## src/hw/rtl/cbpg_pkg.sv

```systemverilog
package cbpg_pkg;

  localparam int DIM_W      = 12;  // coordinates, ramp steps and interval lengths
  localparam int CFG_W      = 13;  // frame size registers
  localparam int LVL_W      = 8;   // channel level
  localparam int DIV_STG    = LVL_W;  // one quotient bit per divider stage
  localparam int MAX_WIDTH  = 4096;
  localparam int MAX_HEIGHT = 4096;
  localparam int RST_WIDTH  = 640;
  localparam int RST_HEIGHT = 640;

  // w/7 as (w * 2341) >> 14, exact for w below 5461
  localparam int DIV7_MUL   = 2341;
  localparam int DIV7_SHIFT = 14;

  localparam logic [LVL_W-1:0] LEVEL_MAX = '1;

  // bar number bits that switch the channels on
  localparam int BAR_RED_BIT   = 0;
  localparam int BAR_BLUE_BIT  = 1;
  localparam int BAR_GREEN_BIT = 2;

  // pipeline: input, three prep stages, divider stages, output
  localparam int STG_DIV0 = 4;
  localparam int NUM_STG  = STG_DIV0 + DIV_STG + 1;
  localparam int STG_OUT  = NUM_STG - 1;

  typedef enum logic [1:0] {
    CFG_PATTERN = 2'd0,
    CFG_WIDTH   = 2'd1,
    CFG_HEIGHT  = 2'd2
  } cfg_idx_e;

  // frame geometry, recomputed from the registers in the cycle after a write
  typedef struct packed {
    logic             pat;
    logic [CFG_W-1:0] w;
    logic [CFG_W-1:0] h;
    logic [DIM_W-1:0] n;
    logic [DIM_W-1:0] n2;
    logic [DIM_W-1:0] n3;
    logic [DIM_W-1:0] m;
    logic [CFG_W-1:0] m2;
    logic [DIM_W-1:0] n7;
    logic [DIM_W-1:0] n7x2;
    logic [DIM_W-1:0] n7x4;
    logic [CFG_W-1:0] n7x7;
    logic [DIM_W-1:0] d_col;
  } derived_t;

  typedef struct packed {
    logic       outside;
    logic       red_on;
    logic       blue_on;
    logic       white;
    logic [2:0] quo;
  } side_t;

  typedef struct packed {
    side_t            side;
    logic [DIM_W-1:0] gk;
    logic [DIM_W-1:0] rk;
    logic [DIM_W-1:0] rem;
  } prep_t;

  function automatic derived_t cbpg_derive(logic pat, logic [CFG_W-1:0] fw,
                                           logic [CFG_W-1:0] fh);
    derived_t               d;
    logic [CFG_W-1:0]       w;
    logic [CFG_W-1:0]       h;
    logic [CFG_W+DIM_W-1:0] prod;
    logic [DIM_W-1:0]       n;
    logic [DIM_W-1:0]       m;
    logic [DIM_W-1:0]       n7;
    w    = (fw > CFG_W'(MAX_WIDTH))  ? CFG_W'(MAX_WIDTH)  : fw;
    h    = (fh > CFG_W'(MAX_HEIGHT)) ? CFG_W'(MAX_HEIGHT) : fh;
    n    = DIM_W'(w >> 2);
    m    = DIM_W'(h >> 1);
    prod = (CFG_W+DIM_W)'(w) * (CFG_W+DIM_W)'(DIV7_MUL);
    n7   = DIM_W'(prod >> DIV7_SHIFT);
    if (n == '0) begin
      n = DIM_W'(1);
    end
    if (m == '0) begin
      m = DIM_W'(1);
    end
    if (n7 == '0) begin
      n7 = DIM_W'(1);
    end
    d.pat   = pat;
    d.w     = w;
    d.h     = h;
    d.n     = n;
    d.n2    = n << 1;
    d.n3    = (n << 1) + n;
    d.m     = m;
    d.m2    = {m, 1'b0};
    d.n7    = n7;
    d.n7x2  = n7 << 1;
    d.n7x4  = n7 << 2;
    d.n7x7  = CFG_W'({n7, 3'b000} - {3'b000, n7});
    d.d_col = pat ? n7 : n;
    return d;
  endfunction

endpackage

```

## src/hw/rtl/cbpg_ramp_div.sv

```systemverilog
// Pipelined ramp level: floor(k*256/d), saturated to the top level.
// One restoring step per stage; d is held static by the frame registers.
module cbpg_ramp_div (
  input  logic                         clk_i,
  input  logic [cbpg_pkg::DIV_STG-1:0] en_i,
  input  logic [cbpg_pkg::DIM_W-1:0]   k_i,
  input  logic [cbpg_pkg::DIM_W-1:0]   d_i,
  output logic [cbpg_pkg::LVL_W-1:0]   level_o
);
  import cbpg_pkg::*;

  logic [DIM_W-1:0] rem_q [DIV_STG];
  logic [LVL_W-1:0] quo_q [DIV_STG];
  logic             sat_q [DIV_STG];

  for (genvar j = 0; j < DIV_STG; j++) begin : g_stg
    logic [DIM_W-1:0] rem_in;
    logic [LVL_W-1:0] quo_in;
    logic             sat_in;
    logic [DIM_W:0]   dbl;
    logic             ge;
    logic [DIM_W-1:0] rem_d;
    logic [LVL_W-1:0] quo_d;

    if (j == 0) begin : g_first
      // k >= d means the level reaches 256 or more
      assign rem_in = k_i;
      assign quo_in = '0;
      assign sat_in = (k_i >= d_i);
    end else begin : g_next
      assign rem_in = rem_q[j-1];
      assign quo_in = quo_q[j-1];
      assign sat_in = sat_q[j-1];
    end

    always_comb begin
      dbl   = {rem_in, 1'b0};
      ge    = (dbl >= {1'b0, d_i});
      rem_d = ge ? DIM_W'(dbl - {1'b0, d_i}) : DIM_W'(dbl);
      quo_d = {quo_in[LVL_W-2:0], ge};
    end

    always_ff @(posedge clk_i) begin
      if (en_i[j]) begin
        rem_q[j] <= rem_d;
        quo_q[j] <= quo_d;
        sat_q[j] <= sat_in;
      end
    end
  end

  assign level_o = sat_q[DIV_STG-1] ? LEVEL_MAX : quo_q[DIV_STG-1];

endmodule

```

## src/hw/rtl/color_bar_pattern_generator_top.sv

```systemverilog
// Test pattern source: one pixel coordinate in, that pixel's red, blue and
// green levels out, one pixel per clock sustained while the output side
// keeps up. Pattern 0 is the gradient (red/blue over four column intervals,
// green up then down over the rows), pattern 1 the seven ramped color bars
// with white past the last bar. The path is 13 register stages deep: input
// register, three prep stages (interval select and the three bar-number
// steps of column / (width/7)), eight divider stages that each produce one
// bit of floor(k*256/d), and the output register. Throughput is one pixel
// per cycle whenever the output side keeps up. Stages collapse bubbles, so
// a request is still taken while a result waits as long as some stage is
// empty. Register writes are registered, and the frame geometry derived
// from them (interval lengths, bar width) is registered in the cycle after;
// write only while no pixel is in flight. Coordinates outside the frame
// return zero levels with tuser set. Frame sizes above 4096 saturate.
module color_bar_pattern_generator_top (
  input  logic                       clk_i,
  input  logic                       rst_ni,
  // config write port
  input  logic                       cfg_we_i,
  input  logic [1:0]                 cfg_index_i,
  input  logic [cbpg_pkg::CFG_W-1:0] cfg_data_i,
  // coordinate requests
  input  logic                       s_axis_tvalid,
  output logic                       s_axis_tready,
  input  logic [23:0]                s_axis_tdata,  // column[11:0], row[23:12]
  // pixel results
  output logic                       m_axis_tvalid,
  input  logic                       m_axis_tready,
  output logic [23:0]                m_axis_tdata,  // red[7:0], blue[15:8], green[23:16]
  output logic                       m_axis_tuser   // outside_frame
);
  import cbpg_pkg::*;

  // ---------------------------------------------------------------- config
  logic             pattern_q;
  logic [CFG_W-1:0] width_q;
  logic [CFG_W-1:0] height_q;
  derived_t         dv_q;

  always_ff @(posedge clk_i or negedge rst_ni) begin
    if (!rst_ni) begin
      pattern_q <= 1'b0;
      width_q   <= CFG_W'(RST_WIDTH);
      height_q  <= CFG_W'(RST_HEIGHT);
    end else if (cfg_we_i) begin
      case (cfg_index_i)
        CFG_PATTERN: pattern_q <= cfg_data_i[0];
        CFG_WIDTH:   width_q   <= cfg_data_i;
        CFG_HEIGHT:  height_q  <= cfg_data_i;
        default: ;  // unknown index, write dropped
      endcase
    end
  end

  always_ff @(posedge clk_i or negedge rst_ni) begin
    if (!rst_ni) begin
      dv_q <= cbpg_derive(1'b0, CFG_W'(RST_WIDTH), CFG_W'(RST_HEIGHT));
    end else begin
      dv_q <= cbpg_derive(pattern_q, width_q, height_q);
    end
  end

  // ------------------------------------------------------ pipeline control
  logic [NUM_STG-1:0] stg_v_q;
  logic [NUM_STG-1:0] stg_v_d;
  logic [NUM_STG-1:0] stg_rdy;

  // a stage loads when it is empty or its content moves on
  assign stg_rdy[STG_OUT] = !stg_v_q[STG_OUT] || m_axis_tready;
  for (genvar k = 0; k < STG_OUT; k++) begin : g_rdy
    assign stg_rdy[k] = !stg_v_q[k] || stg_rdy[k+1];
  end

  assign stg_v_d[0] = stg_rdy[0] ? s_axis_tvalid : stg_v_q[0];
  for (genvar k = 1; k < NUM_STG; k++) begin : g_vld
    assign stg_v_d[k] = stg_rdy[k] ? stg_v_q[k-1] : stg_v_q[k];
  end

  always_ff @(posedge clk_i or negedge rst_ni) begin
    if (!rst_ni) begin
      stg_v_q <= '0;
    end else begin
      stg_v_q <= stg_v_d;
    end
  end

  assign s_axis_tready = stg_rdy[0];
  assign m_axis_tvalid = stg_v_q[STG_OUT];

  // ------------------------------------------------------- input register
  logic [DIM_W-1:0] col0_q;
  logic [DIM_W-1:0] row0_q;

  always_ff @(posedge clk_i) begin
    if (stg_rdy[0]) begin
      col0_q <= s_axis_tdata[DIM_W-1:0];
      row0_q <= s_axis_tdata[2*DIM_W-1:DIM_W];
    end
  end

  // ------------------------------------------------- prep 1: intervals
  prep_t p1_d;
  prep_t p1_q;
  prep_t p2_d;
  prep_t p2_q;
  prep_t p3_d;
  prep_t p3_q;

  always_comb begin
    p1_d = '0;
    p1_d.side.outside = ({1'b0, col0_q} >= dv_q.w) || ({1'b0, row0_q} >= dv_q.h);

    // gradient column step and channel enables
    if (col0_q <= dv_q.n) begin
      p1_d.gk = dv_q.n - col0_q;
      p1_d.side.red_on  = 1'b1;
      p1_d.side.blue_on = 1'b0;
    end else if (col0_q <= dv_q.n2) begin
      p1_d.gk = col0_q - dv_q.n;
      p1_d.side.red_on  = 1'b1;
      p1_d.side.blue_on = 1'b1;
    end else if (col0_q <= dv_q.n3) begin
      p1_d.gk = dv_q.n3 - col0_q;
      p1_d.side.red_on  = 1'b1;
      p1_d.side.blue_on = 1'b1;
    end else begin
      p1_d.gk = col0_q - dv_q.n3;
      p1_d.side.red_on  = 1'b0;
      p1_d.side.blue_on = 1'b1;
    end

    // green: up to m, then back down; negative steps clamp to zero
    if (row0_q <= dv_q.m) begin
      p1_d.rk = row0_q;
    end else if ({1'b0, row0_q} >= dv_q.m2) begin
      p1_d.rk = '0;
    end else begin
      p1_d.rk = DIM_W'(dv_q.m2 - {1'b0, row0_q});
    end

    // bars: past the seventh bar is white, then quotient bit 2
    p1_d.side.white = ({1'b0, col0_q} >= dv_q.n7x7);
    p1_d.side.quo[2] = (col0_q >= dv_q.n7x4);
    p1_d.rem = p1_d.side.quo[2] ? (col0_q - dv_q.n7x4) : col0_q;
  end

  // ----------------------------------------------- prep 2 / 3: bar bits
  always_comb begin
    p2_d = p1_q;
    p2_d.side.quo[1] = (p1_q.rem >= dv_q.n7x2);
    p2_d.rem = p2_d.side.quo[1] ? (p1_q.rem - dv_q.n7x2) : p1_q.rem;
  end

  always_comb begin
    p3_d = p2_q;
    p3_d.side.quo[0] = (p2_q.rem >= dv_q.n7);
    p3_d.rem = p3_d.side.quo[0] ? (p2_q.rem - dv_q.n7) : p2_q.rem;
  end

  always_ff @(posedge clk_i) begin
    if (stg_rdy[1]) begin
      p1_q <= p1_d;
    end
    if (stg_rdy[2]) begin
      p2_q <= p2_d;
    end
    if (stg_rdy[3]) begin
      p3_q <= p3_d;
    end
  end

  // -------------------------------------------------------- ramp dividers
  logic [DIM_W-1:0] col_k;
  logic [LVL_W-1:0] col_lvl;
  logic [LVL_W-1:0] row_lvl;

  // column lane: gradient step over n, or the in-bar offset over width/7
  assign col_k = dv_q.pat ? p3_q.rem : p3_q.gk;

  cbpg_ramp_div u_col_div (
    .clk_i   (clk_i),
    .en_i    (stg_rdy[STG_OUT-1:STG_DIV0]),
    .k_i     (col_k),
    .d_i     (dv_q.d_col),
    .level_o (col_lvl)
  );

  cbpg_ramp_div u_row_div (
    .clk_i   (clk_i),
    .en_i    (stg_rdy[STG_OUT-1:STG_DIV0]),
    .k_i     (p3_q.rk),
    .d_i     (dv_q.m),
    .level_o (row_lvl)
  );

  // flags ride alongside the divider stages
  side_t side_q [DIV_STG];

  for (genvar j = 0; j < DIV_STG; j++) begin : g_side
    always_ff @(posedge clk_i) begin
      if (stg_rdy[STG_DIV0+j]) begin
        side_q[j] <= (j == 0) ? p3_q.side : side_q[(j == 0) ? 0 : j-1];
      end
    end
  end

  // ------------------------------------------------------- output register
  side_t            sd;
  logic [2:0]       bar;
  logic [LVL_W-1:0] red_d;
  logic [LVL_W-1:0] blue_d;
  logic [LVL_W-1:0] green_d;
  logic [LVL_W-1:0] red_q;
  logic [LVL_W-1:0] blue_q;
  logic [LVL_W-1:0] green_q;
  logic             outside_q;

  always_comb begin
    sd  = side_q[DIV_STG-1];
    bar = sd.quo + 3'd1;
    if (sd.outside) begin
      red_d   = '0;
      blue_d  = '0;
      green_d = '0;
    end else if (!dv_q.pat) begin
      red_d   = sd.red_on  ? col_lvl : '0;
      blue_d  = sd.blue_on ? col_lvl : '0;
      green_d = row_lvl;
    end else if (sd.white) begin
      red_d   = LEVEL_MAX;
      blue_d  = LEVEL_MAX;
      green_d = LEVEL_MAX;
    end else begin
      red_d   = bar[BAR_RED_BIT]   ? col_lvl : '0;
      blue_d  = bar[BAR_BLUE_BIT]  ? col_lvl : '0;
      green_d = bar[BAR_GREEN_BIT] ? col_lvl : '0;
    end
  end

  always_ff @(posedge clk_i) begin
    if (stg_rdy[STG_OUT]) begin
      red_q     <= red_d;
      blue_q    <= blue_d;
      green_q   <= green_d;
      outside_q <= sd.outside;
    end
  end

  assign m_axis_tdata = {green_q, blue_q, red_q};
  assign m_axis_tuser = outside_q;

  // ------------------------------------------------------------ assertions
  a_outside_zero: assert property (@(posedge clk_i) disable iff (!rst_ni)
    m_axis_tvalid && m_axis_tuser |-> m_axis_tdata == '0)
    else $error("outside pixel with nonzero level");

  a_grad_red_blue: assert property (@(posedge clk_i) disable iff (!rst_ni)
    m_axis_tvalid && !m_axis_tuser && !dv_q.pat |->
      (red_q == blue_q) || (red_q == '0) || (blue_q == '0))
    else $error("gradient red and blue disagree");

  a_ready_only_full: assert property (@(posedge clk_i) disable iff (!rst_ni)
    !s_axis_tready |-> stg_v_q[0] && stg_v_q[STG_OUT])
    else $error("request refused with room in the pipeline");

  a_out_from_pipe: assert property (@(posedge clk_i) disable iff (!rst_ni)
    $rose(m_axis_tvalid) |-> $past(stg_v_q[STG_OUT-1]))
    else $error("result appeared without a pixel in the last divider stage");

endmodule

```

## config.mk

```make
export PLATFORM = sky130hd
export DESIGN_NAME = color_bar_pattern_generator_top
export DESIGN_NICKNAME = d
export VERILOG_FILES = /design/src/hw/rtl/cbpg_pkg.sv /design/src/hw/rtl/cbpg_ramp_div.sv /design/src/hw/rtl/color_bar_pattern_generator_top.sv
export SDC_FILE = /design/constraint.sdc
export NUM_CORES = 1
export LEC_CHECK = 0
export BUFFER_PORTS_ARGS = -buffer_cell sky130_fd_sc_hd__buf_2
export CAP_MARGIN = 5
export CORE_MARGIN = 3
export CORE_UTILIZATION = 58
export CTS_CLUSTER_DIAMETER = 150
export DETAILED_ROUTE_END_ITERATION = 16
export PLACE_DENSITY_LB_ADDON = 0.1
export REMOVE_ABC_BUFFERS = 1
export SYNTH_ARGS = -nofsm -noshare
export SYNTH_HDL_FRONTEND = slang
export SYNTH_HIERARCHICAL = 1
export SYNTH_SLANG_ARGS = --single-unit
```

## constraint.sdc

```tcl
create_clock -name clk_i -period 6.2 [get_ports clk_i]
set_input_delay 0 -clock clk_i [delete_from_list [all_inputs] [get_ports clk_i]]
set_output_delay 0 -clock clk_i [all_outputs]
set_load 0.05 [all_outputs]
```

==> qor.txt <==
PLACED DESIGN
----------------------------------------------------------------------------------
HPWL reported at the end of detailed placement                            71600 um
IO Port Bufs                                                                    70
Worst Setup Slack post-DPL                                               -0.149 ns
Routability-driven placement congestion ratio                                0.969

YOSYS
----------------------------------------------------------------------------------
Area share of the largest cell type after synthesis                          0.366
Number of standard cells after synthesis                                      3594
Netlist Area Pre-Place                                                 39900 sq um
Post-synth ARST share                                                        0.211
Area leader, netlist                                                  sky130_fd_sc_hd__edfxtp_1
Number of flops mapped to enable cells by yosys                                487
Largest cells by area after synthesis                                 sky130_fd_sc_hd__edfxtp_1 (37%), sky130_fd_sc_hd__ha_1 (15%), sky130_fd_sc_hd__dfrtp_1 (6.4%), sky130_fd_sc_hd__mux2_2 (3.2%), sky130_fd_sc_hd__inv_1 (2.8%)
Warnings from Yosys                                                              6
Distinct cells, synth                                                           97
Primary flip-flop cell chosen by synthesis mapping                    sky130_fd_sc_hd__edfxtp_1
Portion of the post-synthesis area used by sequential elements               0.449
Seq cells post-synth                                                           617
Average cell area after synthesis                                       11.1 sq um

CLOCK TREE
----------------------------------------------------------------------------------
Clock tree from TritonCTS                                                      yes
Max H-tree Level                                                                 3
Clk root buf                                                          sky130_fd_sc_hd__clkbuf_16
Clock transition at the registers of the reported paths                    0.06 ns
Worst skew pair latency                                                    0.61 ns
Max Buffers Root-to-Sink                                                         3
Count of clock tree sinks                                                      617
Clock buffers created by TritonCTS                                              68

DETAILED ROUTING
----------------------------------------------------------------------------------
Met2 Wirelength                                                           45200 um
Residual DRC                                                                     0
First DRT Iteration DRCs                                                      1896
Remaining number of nets flagged by the antenna check after routing              0
Routed via count                                                             28400
Topmost layer with routed signal wires                                        met4
Average routed wire per standard cell                                      19.9 um
Mean number of vias per cell                                                  6.00
Sum of met3 wire segment lengths after detailed routing                    3900 um
Post-Route WL                                                             94200 um
Detailed Routing Iterations Pass 1                                               5
Wire length the detailed router placed on met1                            40900 um

CRITICAL PATH
----------------------------------------------------------------------------------
Worst reg-to-reg setup slack                                               0.16 ns
Type of element launching the critical path                              flip-flop
Largest incremental delay on the critical path                             0.49 ns
Endpoint arrival time on the critical path                                 6.52 ns
CP startpoint                                                          width_q[12]
Largest delay contributor family on the critical path                  adder cells
Data required time at the worst endpoint                                   6.68 ns
Type of the worst setup path                                          flip-flop to flip-flop
Largest fanout on the critical path                                              4
Most common cell on crit path                                         sky130_fd_sc_hd__fa_1
Startpoint of the lowest-slack register-to-register path               width_q[12]
Endpoint class of the critical path                                      flip-flop
Combined buffer and inverter count along the critical path                       6
Max stage delay cell, worst path                                      sky130_fd_sc_hd__fa_1

FINISH
----------------------------------------------------------------------------------
Count of filler cells inserted in the layout                                  5087
Final antenna diode count                                                        0
Ratio of cells with drive above 1 in the final layout                        0.160
Layout overhead on the synthesized area                                      12.6%
Count of nets after finishing                                                 4368

STA
----------------------------------------------------------------------------------
F_max                                                                    0.166 GHz
Worst slew pin tran                                                        1.08 ns
Post-route worst setup slack                                              0.162 ns
Number of max-slew violations in the final report                                0
Total Neg Setup Slack                                                         0 ns
Setup skew after layout                                                  0.0316 ns
Ratio of final minimum period to clock period                                0.974
Final number of setup-violating endpoints                                        0
Final critical path time including I/O delays and setup                    6.04 ns
Number of hold-slack violations in the final timing report                       0
Relative max-transition margin                                               0.281

JOB
----------------------------------------------------------------------------------
Reported max-cap violation count                                                 0

FLOORPLANNING
----------------------------------------------------------------------------------
Core area                                                              67600 sq um
Total number of placement rows                                                  95
Initial core utilization                                                     0.590
Ports placed on the boundary                                                    71
Y dimension of the die                                                      268 um
Die Width                                                                   268 um
DIE AREA                                                               72000 sq um

WORST HOLD PATH
----------------------------------------------------------------------------------
Path category of the worst min-delay check                            input pin to asynchronous set/reset pin

GLOBAL ROUTING
----------------------------------------------------------------------------------
Vias in the first global route                                               28300
Global-route total usage across every layer                                  0.261
Number of antenna violations at the first check in global routing                1
Global-route wire length before repair                                   149000 um
Pin count of the biggest net entering global routing                            77
Final global-route overflow total                                                0

RUN STATUS
----------------------------------------------------------------------------------
Run status                                                            finished, final reports clean

metrics by stage:
step	cell area [sq um]	instances	util	hold WS, ns
4_1_cts	44400	4726	0.657	0.0435
5_1_grt	44900	4743	0.664	0.0759
6_report	44900	4743	0.664	0.0329
3_5_place_dp	41700	4560	0.617	0.116
3_3_place_gp	41700	4560	0.617	0.101
2_1_floorplan	39600	3532	-	-0.296
logic make-up after synthesis:
kind of cell	Yosys count	synth area share
flip-flops	617	0.449
other	1	0.0000939
AO/OA/AOI/OAI	887	0.148
XOR/XNOR	138	0.0307
multiplexers	191	0.0562
AND/OR/NAND/NOR	883	0.112
buffers and inverters	369	0.0367
adder cells (fa/ha/maj)	508	0.168
state kept, by name (all words and copies together) (netlist names), 13 cells and up:
signal,flops
width_q,13
dv_q,90
p2_q,42
u_row_div/quo_q,36
u_row_div/rem_q,84
u_col_div/rem_q,84
stg_v_q,13
p3_q,43
u_col_div/quo_q,36
side_q,56
p1_q,41
height_q,13
what timing repair did:
action | CTS | global route
buffers inserted | 0 | 17
endpoints found under the setup margin | 4 | 7
hold buffers | 42 | 0
hold endpoints to repair | 129 | 0
pin swaps | 1 | 33
resized for setup | 6 | 72
cell type report:
cell class	instances	area (sq um)	area share
multi-input combinational	2608	20900	0.466
sequential	617	17900	0.399
timing repair buffer	214	1550	0.0345
tap	873	1090	0.0243
clock inverter	30	322	0.00716
clock buffer	94	1960	0.0436
inverter	307	1160	0.0258
path summary, 6_finish.rpt:
kind / endpoint / cells past startpoint
min reg2reg: p3_q[39] / 0
max in group asynchronous: width_q[12] / 3
max reg2reg: dv_q[23] / 29
min: dv_q[143] / 2
max: dv_q[23] / 29
min in group clk_i: row0_q[11] / 2
routing by layer:
layer  vias up  track usage
met5         -            0
met4         0        0.107
met3       229       0.0313
met2       794        0.446
met1     13700        0.339
li1      13700            -
layout by cell type, fill, tap and decap left out, types with 16 or more instances in the layout:
cell,count
sky130_fd_sc_hd__a211oi_1,20
sky130_fd_sc_hd__a21boi_0,43
sky130_fd_sc_hd__a21o_1,60
sky130_fd_sc_hd__a21oi_1,215
sky130_fd_sc_hd__a21oi_2,16
sky130_fd_sc_hd__a31oi_1,27
sky130_fd_sc_hd__and2_1,26
sky130_fd_sc_hd__and3_1,20
sky130_fd_sc_hd__buf_2,69
sky130_fd_sc_hd__buf_4,100
sky130_fd_sc_hd__clkbuf_16,71
sky130_fd_sc_hd__dfrtp_1,101
sky130_fd_sc_hd__dfstp_2,28
sky130_fd_sc_hd__dlygate4sd3_1,42
sky130_fd_sc_hd__edfxtp_1,487
sky130_fd_sc_hd__fa_1,43
sky130_fd_sc_hd__ha_1,446
sky130_fd_sc_hd__ha_4,17
sky130_fd_sc_hd__inv_1,288
sky130_fd_sc_hd__mux2_2,114
sky130_fd_sc_hd__mux2_4,38
sky130_fd_sc_hd__mux2i_1,39
sky130_fd_sc_hd__nand2_1,221
sky130_fd_sc_hd__nand2b_1,47
sky130_fd_sc_hd__nand3_1,35
sky130_fd_sc_hd__nand4_1,47
sky130_fd_sc_hd__nor2_1,187
sky130_fd_sc_hd__nor2b_1,81
sky130_fd_sc_hd__nor3_1,82
sky130_fd_sc_hd__o211ai_1,33
sky130_fd_sc_hd__o21a_1,79
sky130_fd_sc_hd__o21ai_0,188
sky130_fd_sc_hd__o31a_1,22
sky130_fd_sc_hd__o31ai_1,32
sky130_fd_sc_hd__or2_2,37
sky130_fd_sc_hd__xnor2_1,84
sky130_fd_sc_hd__xor2_1,53
worst register-to-register path, delay by kind of cell (launching register included):
kind / cells / cell delay (ns)
AOI/OAI and AO/OA: 10 / 1.69
xor gates and xnor gates: 1 / 0.12
adders and majority gates: 6 / 2.04
buffers and inverters: 6 / 0.70
DFF: 1 / 0.44
and+or+nand+nor: 6 / 0.94
cell usage after synthesis, types with 38 or more instances:
| cell type | instances |
|---|---|
| sky130_fd_sc_hd__ha_1 | 464 |
| sky130_fd_sc_hd__xor2_1 | 53 |
| sky130_fd_sc_hd__nand4_1 | 47 |
| sky130_fd_sc_hd__mux2_4 | 38 |
| sky130_fd_sc_hd__dfrtp_1 | 102 |
| sky130_fd_sc_hd__mux2i_1 | 39 |
| sky130_fd_sc_hd__edfxtp_1 | 487 |
| sky130_fd_sc_hd__o21a_1 | 79 |
| sky130_fd_sc_hd__nor2b_1 | 86 |
| sky130_fd_sc_hd__mux2_2 | 114 |
| sky130_fd_sc_hd__nor2_1 | 187 |
| sky130_fd_sc_hd__a21o_1 | 60 |
| sky130_fd_sc_hd__a21boi_0 | 43 |
| sky130_fd_sc_hd__fa_1 | 44 |
| sky130_fd_sc_hd__a21oi_1 | 223 |
| sky130_fd_sc_hd__nand2_1 | 227 |
| sky130_fd_sc_hd__inv_1 | 299 |
| sky130_fd_sc_hd__nand2b_1 | 49 |
| sky130_fd_sc_hd__nor3_1 | 84 |
| sky130_fd_sc_hd__xnor2_1 | 84 |
| sky130_fd_sc_hd__o21ai_0 | 193 |
Power is not shown: default switching activity piles up to over one toggle a cycle in this logic, so the estimate is an artifact.
